==> src/sv/bass_pkg.sv <==
// ----------------------------------------------------------------------------
// bass_pkg
// shared sizes, types and cell control for the byte sorter with statistics
// ----------------------------------------------------------------------------
package bass_pkg;

  localparam int MAX_ELEMENTS = 64;
  localparam int BYTE_W       = 8;
  localparam int BYTE_MAX     = (1 << BYTE_W) - 1;
  localparam int CNT_W        = $clog2(MAX_ELEMENTS + 1);
  localparam int SUM_W        = $clog2(MAX_ELEMENTS * BYTE_MAX + 1);
  localparam int DIV_CW       = $clog2(SUM_W + 1);

  typedef logic [BYTE_W-1:0] byte_t;
  typedef logic [CNT_W-1:0]  count_t;
  typedef logic [SUM_W-1:0]  sum_t;

  // one command per cycle to every cell of the chain
  typedef struct packed {
    logic load;    // ordered insert of the incoming sample
    logic rotate;  // circular shift towards the head over the filled cells
    logic drain;   // shift towards the head, tail fills with empty cells
  } cell_ctl_t;

endpackage

==> src/sv/bass_if.sv <==
// ----------------------------------------------------------------------------
// bass_in_if / bass_out_if
// valid/ready channels for sample beats and sorted result beats
// ----------------------------------------------------------------------------
interface bass_in_if;
  import bass_pkg::*;

  logic  valid;
  logic  ready;
  byte_t sample;
  logic  is_last;

  modport source (output valid, output sample, output is_last, input ready);
  modport sink   (input valid, input sample, input is_last, output ready);
endinterface

interface bass_out_if;
  import bass_pkg::*;

  logic  valid;
  logic  ready;
  byte_t sorted_byte;
  byte_t largest;
  byte_t smallest;
  byte_t average;
  byte_t middle;
  logic  overflowed;
  logic  final_res;

  modport source (output valid, output sorted_byte, output largest, output smallest,
                  output average, output middle, output overflowed, output final_res,
                  input ready);
  modport sink   (input valid, input sorted_byte, input largest, input smallest,
                  input average, input middle, input overflowed, input final_res,
                  output ready);
endinterface

==> src/sv/bass_cell.sv <==
// ----------------------------------------------------------------------------
// bass_cell
// one slot of the sorting chain, holds one byte in descending order
// ----------------------------------------------------------------------------
module bass_cell (
  input  logic               clk,
  input  logic               rst,
  input  bass_pkg::cell_ctl_t ctl,
  input  bass_pkg::byte_t    sample,
  input  bass_pkg::byte_t    head,
  input  logic               wrap,
  input  bass_pkg::byte_t    left_value,
  input  logic               left_valid,
  input  logic               left_greater,
  input  bass_pkg::byte_t    right_value,
  input  logic               right_valid,
  output bass_pkg::byte_t    value,
  output logic               valid,
  output logic               greater
);
  import bass_pkg::*;

  // an empty slot counts as smaller than anything
  assign greater = !valid || (sample > value);

  always_ff @(posedge clk) begin
    if (rst) begin
      valid <= 1'b0;
    end else if (ctl.load) begin
      if (left_greater) begin
        value <= left_value;
        valid <= left_valid;
      end else if (greater) begin
        value <= sample;
        valid <= 1'b1;
      end
    end else if (ctl.rotate) begin
      value <= wrap ? head : right_value;
    end else if (ctl.drain) begin
      value <= right_value;
      valid <= right_valid;
    end
  end

endmodule

==> src/sv/bass_div.sv <==
// ----------------------------------------------------------------------------
// bass_div
// restoring divider, one quotient bit per cycle, for the set mean
// ----------------------------------------------------------------------------
module bass_div (
  input  logic            clk,
  input  logic            rst,
  input  logic            start,
  input  bass_pkg::sum_t  dividend,
  input  bass_pkg::count_t divisor,
  output logic            busy,
  output bass_pkg::sum_t  quotient
);
  import bass_pkg::*;

  logic [DIV_CW-1:0] iter;
  count_t            rem;
  count_t            dsr;
  sum_t              quo;
  logic [CNT_W:0]    rem_sh;
  logic [CNT_W:0]    diff;
  logic              fits;

  assign rem_sh   = {rem, quo[SUM_W-1]};
  assign diff     = rem_sh - {1'b0, dsr};
  assign fits     = rem_sh >= {1'b0, dsr};
  assign quotient = quo;

  always_ff @(posedge clk) begin
    if (rst) begin
      busy <= 1'b0;
      iter <= '0;
    end else if (start) begin
      busy <= 1'b1;
      iter <= DIV_CW'(SUM_W);
      rem  <= '0;
      quo  <= dividend;
      dsr  <= divisor;
    end else if (busy) begin
      // remainder stays below the divisor, so it fits the count width
      rem  <= fits ? diff[CNT_W-1:0] : rem_sh[CNT_W-1:0];
      quo  <= {quo[SUM_W-2:0], fits};
      iter <= iter - DIV_CW'(1);
      if (iter == DIV_CW'(1)) begin
        busy <= 1'b0;
      end
    end
  end

endmodule

==> src/sv/byte_array_sort_and_statistics.sv <==
// ----------------------------------------------------------------------------
// byte_array_sort_and_statistics
// descending byte sorter with max, min, mean and median of each set
// ----------------------------------------------------------------------------
// usage
//   samples: one unsigned byte per beat; is_last closes the set and is itself
//   part of it. up to MAX_ELEMENTS bytes are kept, later ones are dropped and
//   the set is marked overflowed.
//   results: one beat per stored byte, largest first; every beat carries the
//   set's largest, smallest, truncated mean and median, final_res on the last.
// timing
//   load: up to one byte per cycle, bytes go straight into an ordered chain of cells
//   statistics: the chain rotates once over its n filled cells to pick off max,
//   min and median at the head, while the mean divider runs; the phase ends
//   once the rotation is complete and the divider is no longer busy
//   drain: one result beat per cycle while results.ready is high, the chain shifts towards the head
// reset and stalls
//   reset empties the chain and clears count, sum and overflow; samples.ready
//   is held low while rst is high and rises as soon as it is released.
//   samples.ready is low from the last beat of a set until its final result
//   is taken. a stalled result beat holds, nothing is lost or repeated.
// ----------------------------------------------------------------------------
module byte_array_sort_and_statistics (
  input  logic        clk,
  input  logic        rst,
  bass_in_if.sink     samples,
  bass_out_if.source  results
);
  import bass_pkg::*;

  typedef enum logic [1:0] {
    S_LOAD,
    S_STAT,
    S_OUT
  } state_t;

  state_t    state;
  count_t    cnt;          // filled cells
  count_t    step;         // rotation steps done
  sum_t      sum;
  logic      ovf;
  byte_t     largest_q;
  byte_t     smallest_q;
  byte_t     avg_q;
  byte_t     mid_q;
  byte_t     med_lo;
  byte_t     med_hi;

  // chain of cells; each element is read by its neighbours, the head also by every cell and the output
  byte_t     cell_val [MAX_ELEMENTS];
  logic      cell_vld [MAX_ELEMENTS];
  logic      cell_gt  [MAX_ELEMENTS];

  cell_ctl_t ctl;
  logic      in_beat;
  logic      out_beat;
  logic      full;
  logic      div_busy;
  sum_t      div_quo;
  sum_t      sum_next;
  count_t    cnt_next;
  count_t    half;
  count_t    last_idx;
  logic [BYTE_W:0] mid_sum;

  assign in_beat  = samples.valid && samples.ready;
  assign out_beat = results.valid && results.ready;
  assign full     = (cnt == count_t'(MAX_ELEMENTS));
  assign half     = cnt >> 1;
  assign last_idx = cnt - count_t'(1);
  assign mid_sum  = {1'b0, med_lo} + {1'b0, med_hi};

  // no beat is taken while reset is held
  assign samples.ready = (state == S_LOAD) && !rst;

  always_comb begin
    ctl.load   = in_beat && !full;
    ctl.rotate = (state == S_STAT) && (step != cnt);
    ctl.drain  = out_beat;
    sum_next   = full ? sum : sum + sum_t'(samples.sample);
    cnt_next   = full ? cnt : cnt + count_t'(1);
  end

  // the chain
  for (genvar i = 0; i < MAX_ELEMENTS; i++) begin : g_cell
    byte_t  l_val;
    logic   l_vld;
    logic   l_gt;
    byte_t  r_val;
    logic   r_vld;
    logic   wrap;

    if (i == 0) begin : g_head
      assign l_val = '0;
      assign l_vld = 1'b0;
      assign l_gt  = 1'b0;
    end else begin : g_body
      assign l_val = cell_val[i-1];
      assign l_vld = cell_vld[i-1];
      assign l_gt  = cell_gt[i-1];
    end

    if (i == MAX_ELEMENTS - 1) begin : g_tail
      assign r_val = '0;
      assign r_vld = 1'b0;
    end else begin : g_inner
      assign r_val = cell_val[i+1];
      assign r_vld = cell_vld[i+1];
    end

    // the last filled cell takes the head value back during rotation
    assign wrap = (last_idx == count_t'(i));

    bass_cell u_cell (
      .clk          (clk),
      .rst          (rst),
      .ctl          (ctl),
      .sample       (samples.sample),
      .head         (cell_val[0]),
      .wrap         (wrap),
      .left_value   (l_val),
      .left_valid   (l_vld),
      .left_greater (l_gt),
      .right_value  (r_val),
      .right_valid  (r_vld),
      .value        (cell_val[i]),
      .valid        (cell_vld[i]),
      .greater      (cell_gt[i])
    );
  end

  // mean of the set, started on the closing beat
  bass_div u_div (
    .clk      (clk),
    .rst      (rst),
    .start    (in_beat && samples.is_last),
    .dividend (sum_next),
    .divisor  (cnt_next),
    .busy     (div_busy),
    .quotient (div_quo)
  );

  always_ff @(posedge clk) begin
    if (rst) begin
      state <= S_LOAD;
      cnt   <= '0;
      step  <= '0;
      sum   <= '0;
      ovf   <= 1'b0;
    end else begin
      unique case (state)
        S_LOAD: begin
          if (in_beat) begin
            if (full) begin
              ovf <= 1'b1;
            end else begin
              cnt <= cnt_next;
              sum <= sum_next;
            end
            if (samples.is_last) begin
              state <= S_STAT;
              step  <= '0;
            end
          end
        end
        S_STAT: begin
          if (ctl.rotate) begin
            // head shows element number step of the sorted set
            step <= step + count_t'(1);
            if (step == '0) begin
              largest_q <= cell_val[0];
            end
            if (step == last_idx) begin
              smallest_q <= cell_val[0];
            end
            if (step + count_t'(1) == half) begin
              med_lo <= cell_val[0];
            end
            if (step == half) begin
              med_hi <= cell_val[0];
            end
          end else if (!div_busy) begin
            state <= S_OUT;
            avg_q <= div_quo[BYTE_W-1:0];
            mid_q <= cnt[0] ? med_hi : mid_sum[BYTE_W:1];
          end
        end
        S_OUT: begin
          if (out_beat) begin
            cnt <= cnt - count_t'(1);
            if (cnt == count_t'(1)) begin
              state <= S_LOAD;
              sum   <= '0;
              ovf   <= 1'b0;
            end
          end
        end
        default: begin
          state <= S_LOAD;
        end
      endcase
    end
  end

  assign results.valid       = (state == S_OUT);
  assign results.sorted_byte = cell_val[0];
  assign results.largest     = largest_q;
  assign results.smallest    = smallest_q;
  assign results.average     = avg_q;
  assign results.middle      = mid_q;
  assign results.overflowed  = ovf;
  assign results.final_res   = (cnt == count_t'(1));

endmodule

==> src/flat_wrapper.sv <==
// flat-port wrapper written by rule: the top's interface ports become plain ports
module byte_array_sort_and_statistics_flat import bass_pkg::*;
  (clk, rst, samples_valid, samples_sample, samples_is_last, samples_ready, results_valid, results_sorted_byte, results_largest, results_smallest, results_average, results_middle, results_overflowed, results_final_res, results_ready);
  bass_in_if samples_i ();
  bass_out_if results_i ();
  input  logic clk;
  input  logic rst;
  input wire logic [$bits(samples_i.valid)-1:0] samples_valid;
  input wire logic [$bits(samples_i.sample)-1:0] samples_sample;
  input wire logic [$bits(samples_i.is_last)-1:0] samples_is_last;
  output wire logic [$bits(samples_i.ready)-1:0] samples_ready;
  output wire logic [$bits(results_i.valid)-1:0] results_valid;
  output wire logic [$bits(results_i.sorted_byte)-1:0] results_sorted_byte;
  output wire logic [$bits(results_i.largest)-1:0] results_largest;
  output wire logic [$bits(results_i.smallest)-1:0] results_smallest;
  output wire logic [$bits(results_i.average)-1:0] results_average;
  output wire logic [$bits(results_i.middle)-1:0] results_middle;
  output wire logic [$bits(results_i.overflowed)-1:0] results_overflowed;
  output wire logic [$bits(results_i.final_res)-1:0] results_final_res;
  input wire logic [$bits(results_i.ready)-1:0] results_ready;
  assign samples_i.valid = samples_valid;
  assign samples_i.sample = samples_sample;
  assign samples_i.is_last = samples_is_last;
  assign samples_ready = samples_i.ready;
  assign results_valid = results_i.valid;
  assign results_sorted_byte = results_i.sorted_byte;
  assign results_largest = results_i.largest;
  assign results_smallest = results_i.smallest;
  assign results_average = results_i.average;
  assign results_middle = results_i.middle;
  assign results_overflowed = results_i.overflowed;
  assign results_final_res = results_i.final_res;
  assign results_i.ready = results_ready;
  byte_array_sort_and_statistics u_core (.clk(clk), .rst(rst), .samples(samples_i), .results(results_i));
endmodule
==> config.mk <==
export PLATFORM = sky130hd
export DESIGN_NAME = byte_array_sort_and_statistics_flat
export DESIGN_NICKNAME = d
export VERILOG_FILES = /design/src/sv/bass_pkg.sv /design/src/sv/bass_if.sv /design/src/sv/bass_cell.sv /design/src/sv/bass_div.sv /design/src/sv/byte_array_sort_and_statistics.sv /design/src/flat_wrapper.sv
export SDC_FILE = /design/constraint.sdc
export NUM_CORES = 2
export LEC_CHECK = 0
export BUFFER_PORTS_ARGS = -buffer_cell sky130_fd_sc_hd__buf_2
export CORE_MARGIN = 10
export CORE_UTILIZATION = 59
export DETAILED_ROUTE_END_ITERATION = 8
export GPL_ROUTABILITY_DRIVEN = 0
export PLACE_DENSITY_LB_ADDON = 0.08
export SYNTH_ARGS = -nofsm -noshare
export SYNTH_HDL_FRONTEND = slang
export SYNTH_SLANG_ARGS = --single-unit
export TNS_END_PERCENT = 1
==> constraint.sdc <==
create_clock -name clk -period 5.3 [get_ports clk]
set_clock_uncertainty 0.15 [all_clocks]
set_input_delay 0.53 -clock clk [delete_from_list [all_inputs] [get_ports clk]]
set_output_delay 0.53 -clock clk [all_outputs]
set_load 0.05 [all_outputs]
==> metrics <==
outcome finished, violations left; violated checks capacitance limit; register area share after synthesis 36.16%; layout cell share with drive strength beyond 1 11.30%; worst vdd ir 0.3094 mV; end of the critical path u_core.g_cell[36].u_cell.value[1]; #FFs+latches synth 688; Netlist cell types 93; reg2reg setup slack 0.86 ns; GRT overflow 0; Fillers 7528; Fin. Hold Viols 0; largest net degree at the start of global routing 165; Mapped Cells 5636; drt wl/cell 25.66 µm; Setup-failing EPs final 0; Final HPWL DP 117300 µm; antenna-violating nets left 0; slack of the critical path 0.8557 ns; MaxCap Viol Count 1; first-pass GRT wire length 266500 µm; post-route design area 59060 µm²; Synth async-reset ratio 0%; initial antenna violation count 2; post-cts sizing count 0; Req. time, crit path 5.57 ns; post-CTS setup buffer count 0; worst reg-to-reg path cell count 9; Total GRT Usage 32.68%; fin crit period 4.444 ns; drt total wl 175400 µm; max-slew violation count 0; PwrDens 265.2 nW/µm²; mapped cell area 54370 µm²; CTS Buffer Depth 3; Reg-to-Reg Start u_core.cnt[1]; CP endpoint kind flip-flop; vias 45.61k; Leak 0.02453 µW; H-Tree Depth 3; Tcrit/Tclk final 83.85%; slew margin rel. 0.4333%; core area 91520 µm²; vias in the first global route 44.08k; Reg2Reg Capture Point u_core.g_cell[36].u_cell.value[1]; fmax 225.0 MHz; Placed Area 56440 µm²; CP max FO 35; Slew @ Worst Pin 1.482 ns; clk_lat worst skew 0.67 ns; CTS tree yes; boundary pin count 57; CTS clk-pin slew, worst paths 0.06 ns; DRT iter0 DRCs 5188; port buffer count 56; Syn Area/Cell 9.647 µm²; clock root buffer clkbuf_16; FP Rows 111; Synth Flop Type edfxtp_1; DIE HEIGHT 323.6 µm; Die Wd 323.6 µm; Sink Count 688; Hold WC Path Type in2reg; element type at the critical path start flip-flop; worst hold slack 0.04415 ns; # nets final 6143; EDFF count, synth 588; hold_buf cts 0; worst slack, placed 0.9921 ns; CTS Buf Count 82; critical path arrival 4.71 ns; area delta synth->final 8.630%; crit path from u_core.cnt[1]; yosys warns 0; setup TNS 0 ns; die area 104700 µm²; Starting Density 59.40%; RSZ-0062 raised after global routing false; DR pass1 iterations 5; Syn Nets 6196; drt drc 0; Worst Path Class, Setup reg2reg; Via density 6.673
==> worst max-delay path, stage by stage, from the launching register on <==
cell and delay (ns):
dfxtp_1 0.46, inv_1 0.17, ha_1 0.40, nor3b_4 0.44, nand3_2 0.43, and2_4 0.53, nor2_4 0.95, buf_4 0.39
nand2_1 0.07, o311a_1 0.13
==> flip-flops by register name, indices dropped and copies added, names as in the netlist <==
signal,cells
u_core.g_cell.u_cell.valid,64
u_core.cnt,7
u_core.med_lo,8
u_core.u_div.busy,1
u_core.step,7
u_core.results.smallest,8
u_core.u_div.iter,4
u_core.sum,14
u_core.results.middle,8
u_core.u_div.dsr,7
u_core.state,2
u_core.med_hi,8
u_core.results.overflowed,1
u_core.u_div.quotient,14
u_core.g_cell.u_cell.value,512
u_core.results.average,8
u_core.u_div.rem,7
u_core.results.largest,8
==> area by class of cell <==
type	count	area [µm²]	area share, %
Multi-Input combinational cell	4006	31120	52.69
Antenna cell	1	2.502	0.004237
Clock inverter	33	330.3	0.5593
Tap cell	1186	1484	2.512
Inverter	557	2093	3.544
Sequential cell	688	19660	33.29
Timing Repair Buffer	248	2083	3.527
Clock buffer	116	2292	3.881
==> power breakdown <==
group          internal [µW]  leakage [µW]  total (µW)  switching, µW
clock network           3300       0.00127        5730           2430
logic                   1230        0.0171        3350           2130
registers               6270       0.00620        6580            305
total                  10800        0.0245       15700           4860
==> per-layer routing <==
metal / GRT usage (%) / vias to the layer above / part of all wire [%]
met3: 5.695 / 382 / 9.0
met5: 0 / - / 0
met4: 11.72 / 0 / 3.7
met1: 44.76 / 22280 / 42
li1: - / 20807 / -
met2: 51.65 / 2138 / 45
==> layout by cell type (no fill, tap or decap), types with 22 or more instances in the layout <==
cell	instances
a31oi_1	39
inv_1	556
a41oi_1	31
o311a_1	22
a311oi_1	67
mux2_2	159
o21ai_0	157
nand4_1	100
buf_2	47
nand2_1	371
buf_12	25
a21oi_1	373
mux2i_1	706
or3_1	43
nor3_1	174
nand3_1	102
xnor2_1	34
buf_4	169
clkbuf_16	84
a21o_1	47
dfxtp_1	100
nor2b_1	63
clkbuf_1	25
edfxtp_1	588
ha_1	544
o211ai_1	104
nor2_1	369
a221oi_1	105
a211oi_1	58
==> stage by stage <==
| stage | utilization, % | total power (µW) | cells |
|---|---|---|---|
| global placement | 61.66 | 9855 | 6685 |
| floorplan | - | 8834 | 5636 |
| finish | 64.53 | 15660 | 6835 |
| detailed placement | 61.66 | 9947 | 6685 |
| global route | 64.53 | 16190 | 6834 |
| CTS | 64.53 | 15590 | 6834 |
==> Yosys cell counts, types with 22 or more instances <==
library cell	instances	area, µm²
mux2i_1	706	7067
nand4_1	100	625.6
mux2_2	159	1790
o311a_1	22	220.2
o21ai_0	160	800.8
nor2b_1	63	394.1
a21oi_1	374	1872
xnor2_1	34	297.8
ha_1	544	6807
a221oi_1	105	919.6
buf_2	100	500.5
a21o_1	47	352.8
o211ai_1	104	780.8
nor2_1	377	1415
a311oi_1	69	604.3
buf_4	22	165.2
a41oi_1	32	280.3
a211oi_1	58	435.4
nand3_1	102	510.5
buf_1	69	259.0
inv_1	557	2091
edfxtp_1	588	17660
nor3_1	177	885.9
nand2_1	372	1396
a31oi_1	39	244.0
clkbuf_1	193	724.4
dfxtp_1	100	2002
or3_1	43	269.0
==> how the worst min path moves through the flow <==
stage          cells after the start                      from                              to
2_1_floorplan                      0  u_core.u_div.quotient[1]       u_core.results.average[1]
3_3_place_gp                       0  u_core.u_div.quotient[1]       u_core.results.average[1]
3_5_place_dp                       0  u_core.u_div.quotient[2]       u_core.results.average[2]
4_1_cts                            2                       rst  u_core.g_cell[58].u_cell.valid
5_1_grt                            2                       rst  u_core.g_cell[58].u_cell.valid
6_report                           2                       rst  u_core.g_cell[58].u_cell.valid
==> kinds of logic (layout without fill, tap and decap cells) <==
logic type	count (synthesis)	in the layout	synth area share, %
adders and majority gates	547	547	12.63
DFF	688	688	36.16
other	0	1	0
muxes	873	873	16.51
xor gates and xnor gates	48	48	0.7732
and+or+nand+nor	1366	1366	12.25
buffers and inverters	942	954	6.899
AOI/OAI and AO/OA	1172	1172	14.78
Note: power is estimated with default switching activity, not from simulation.
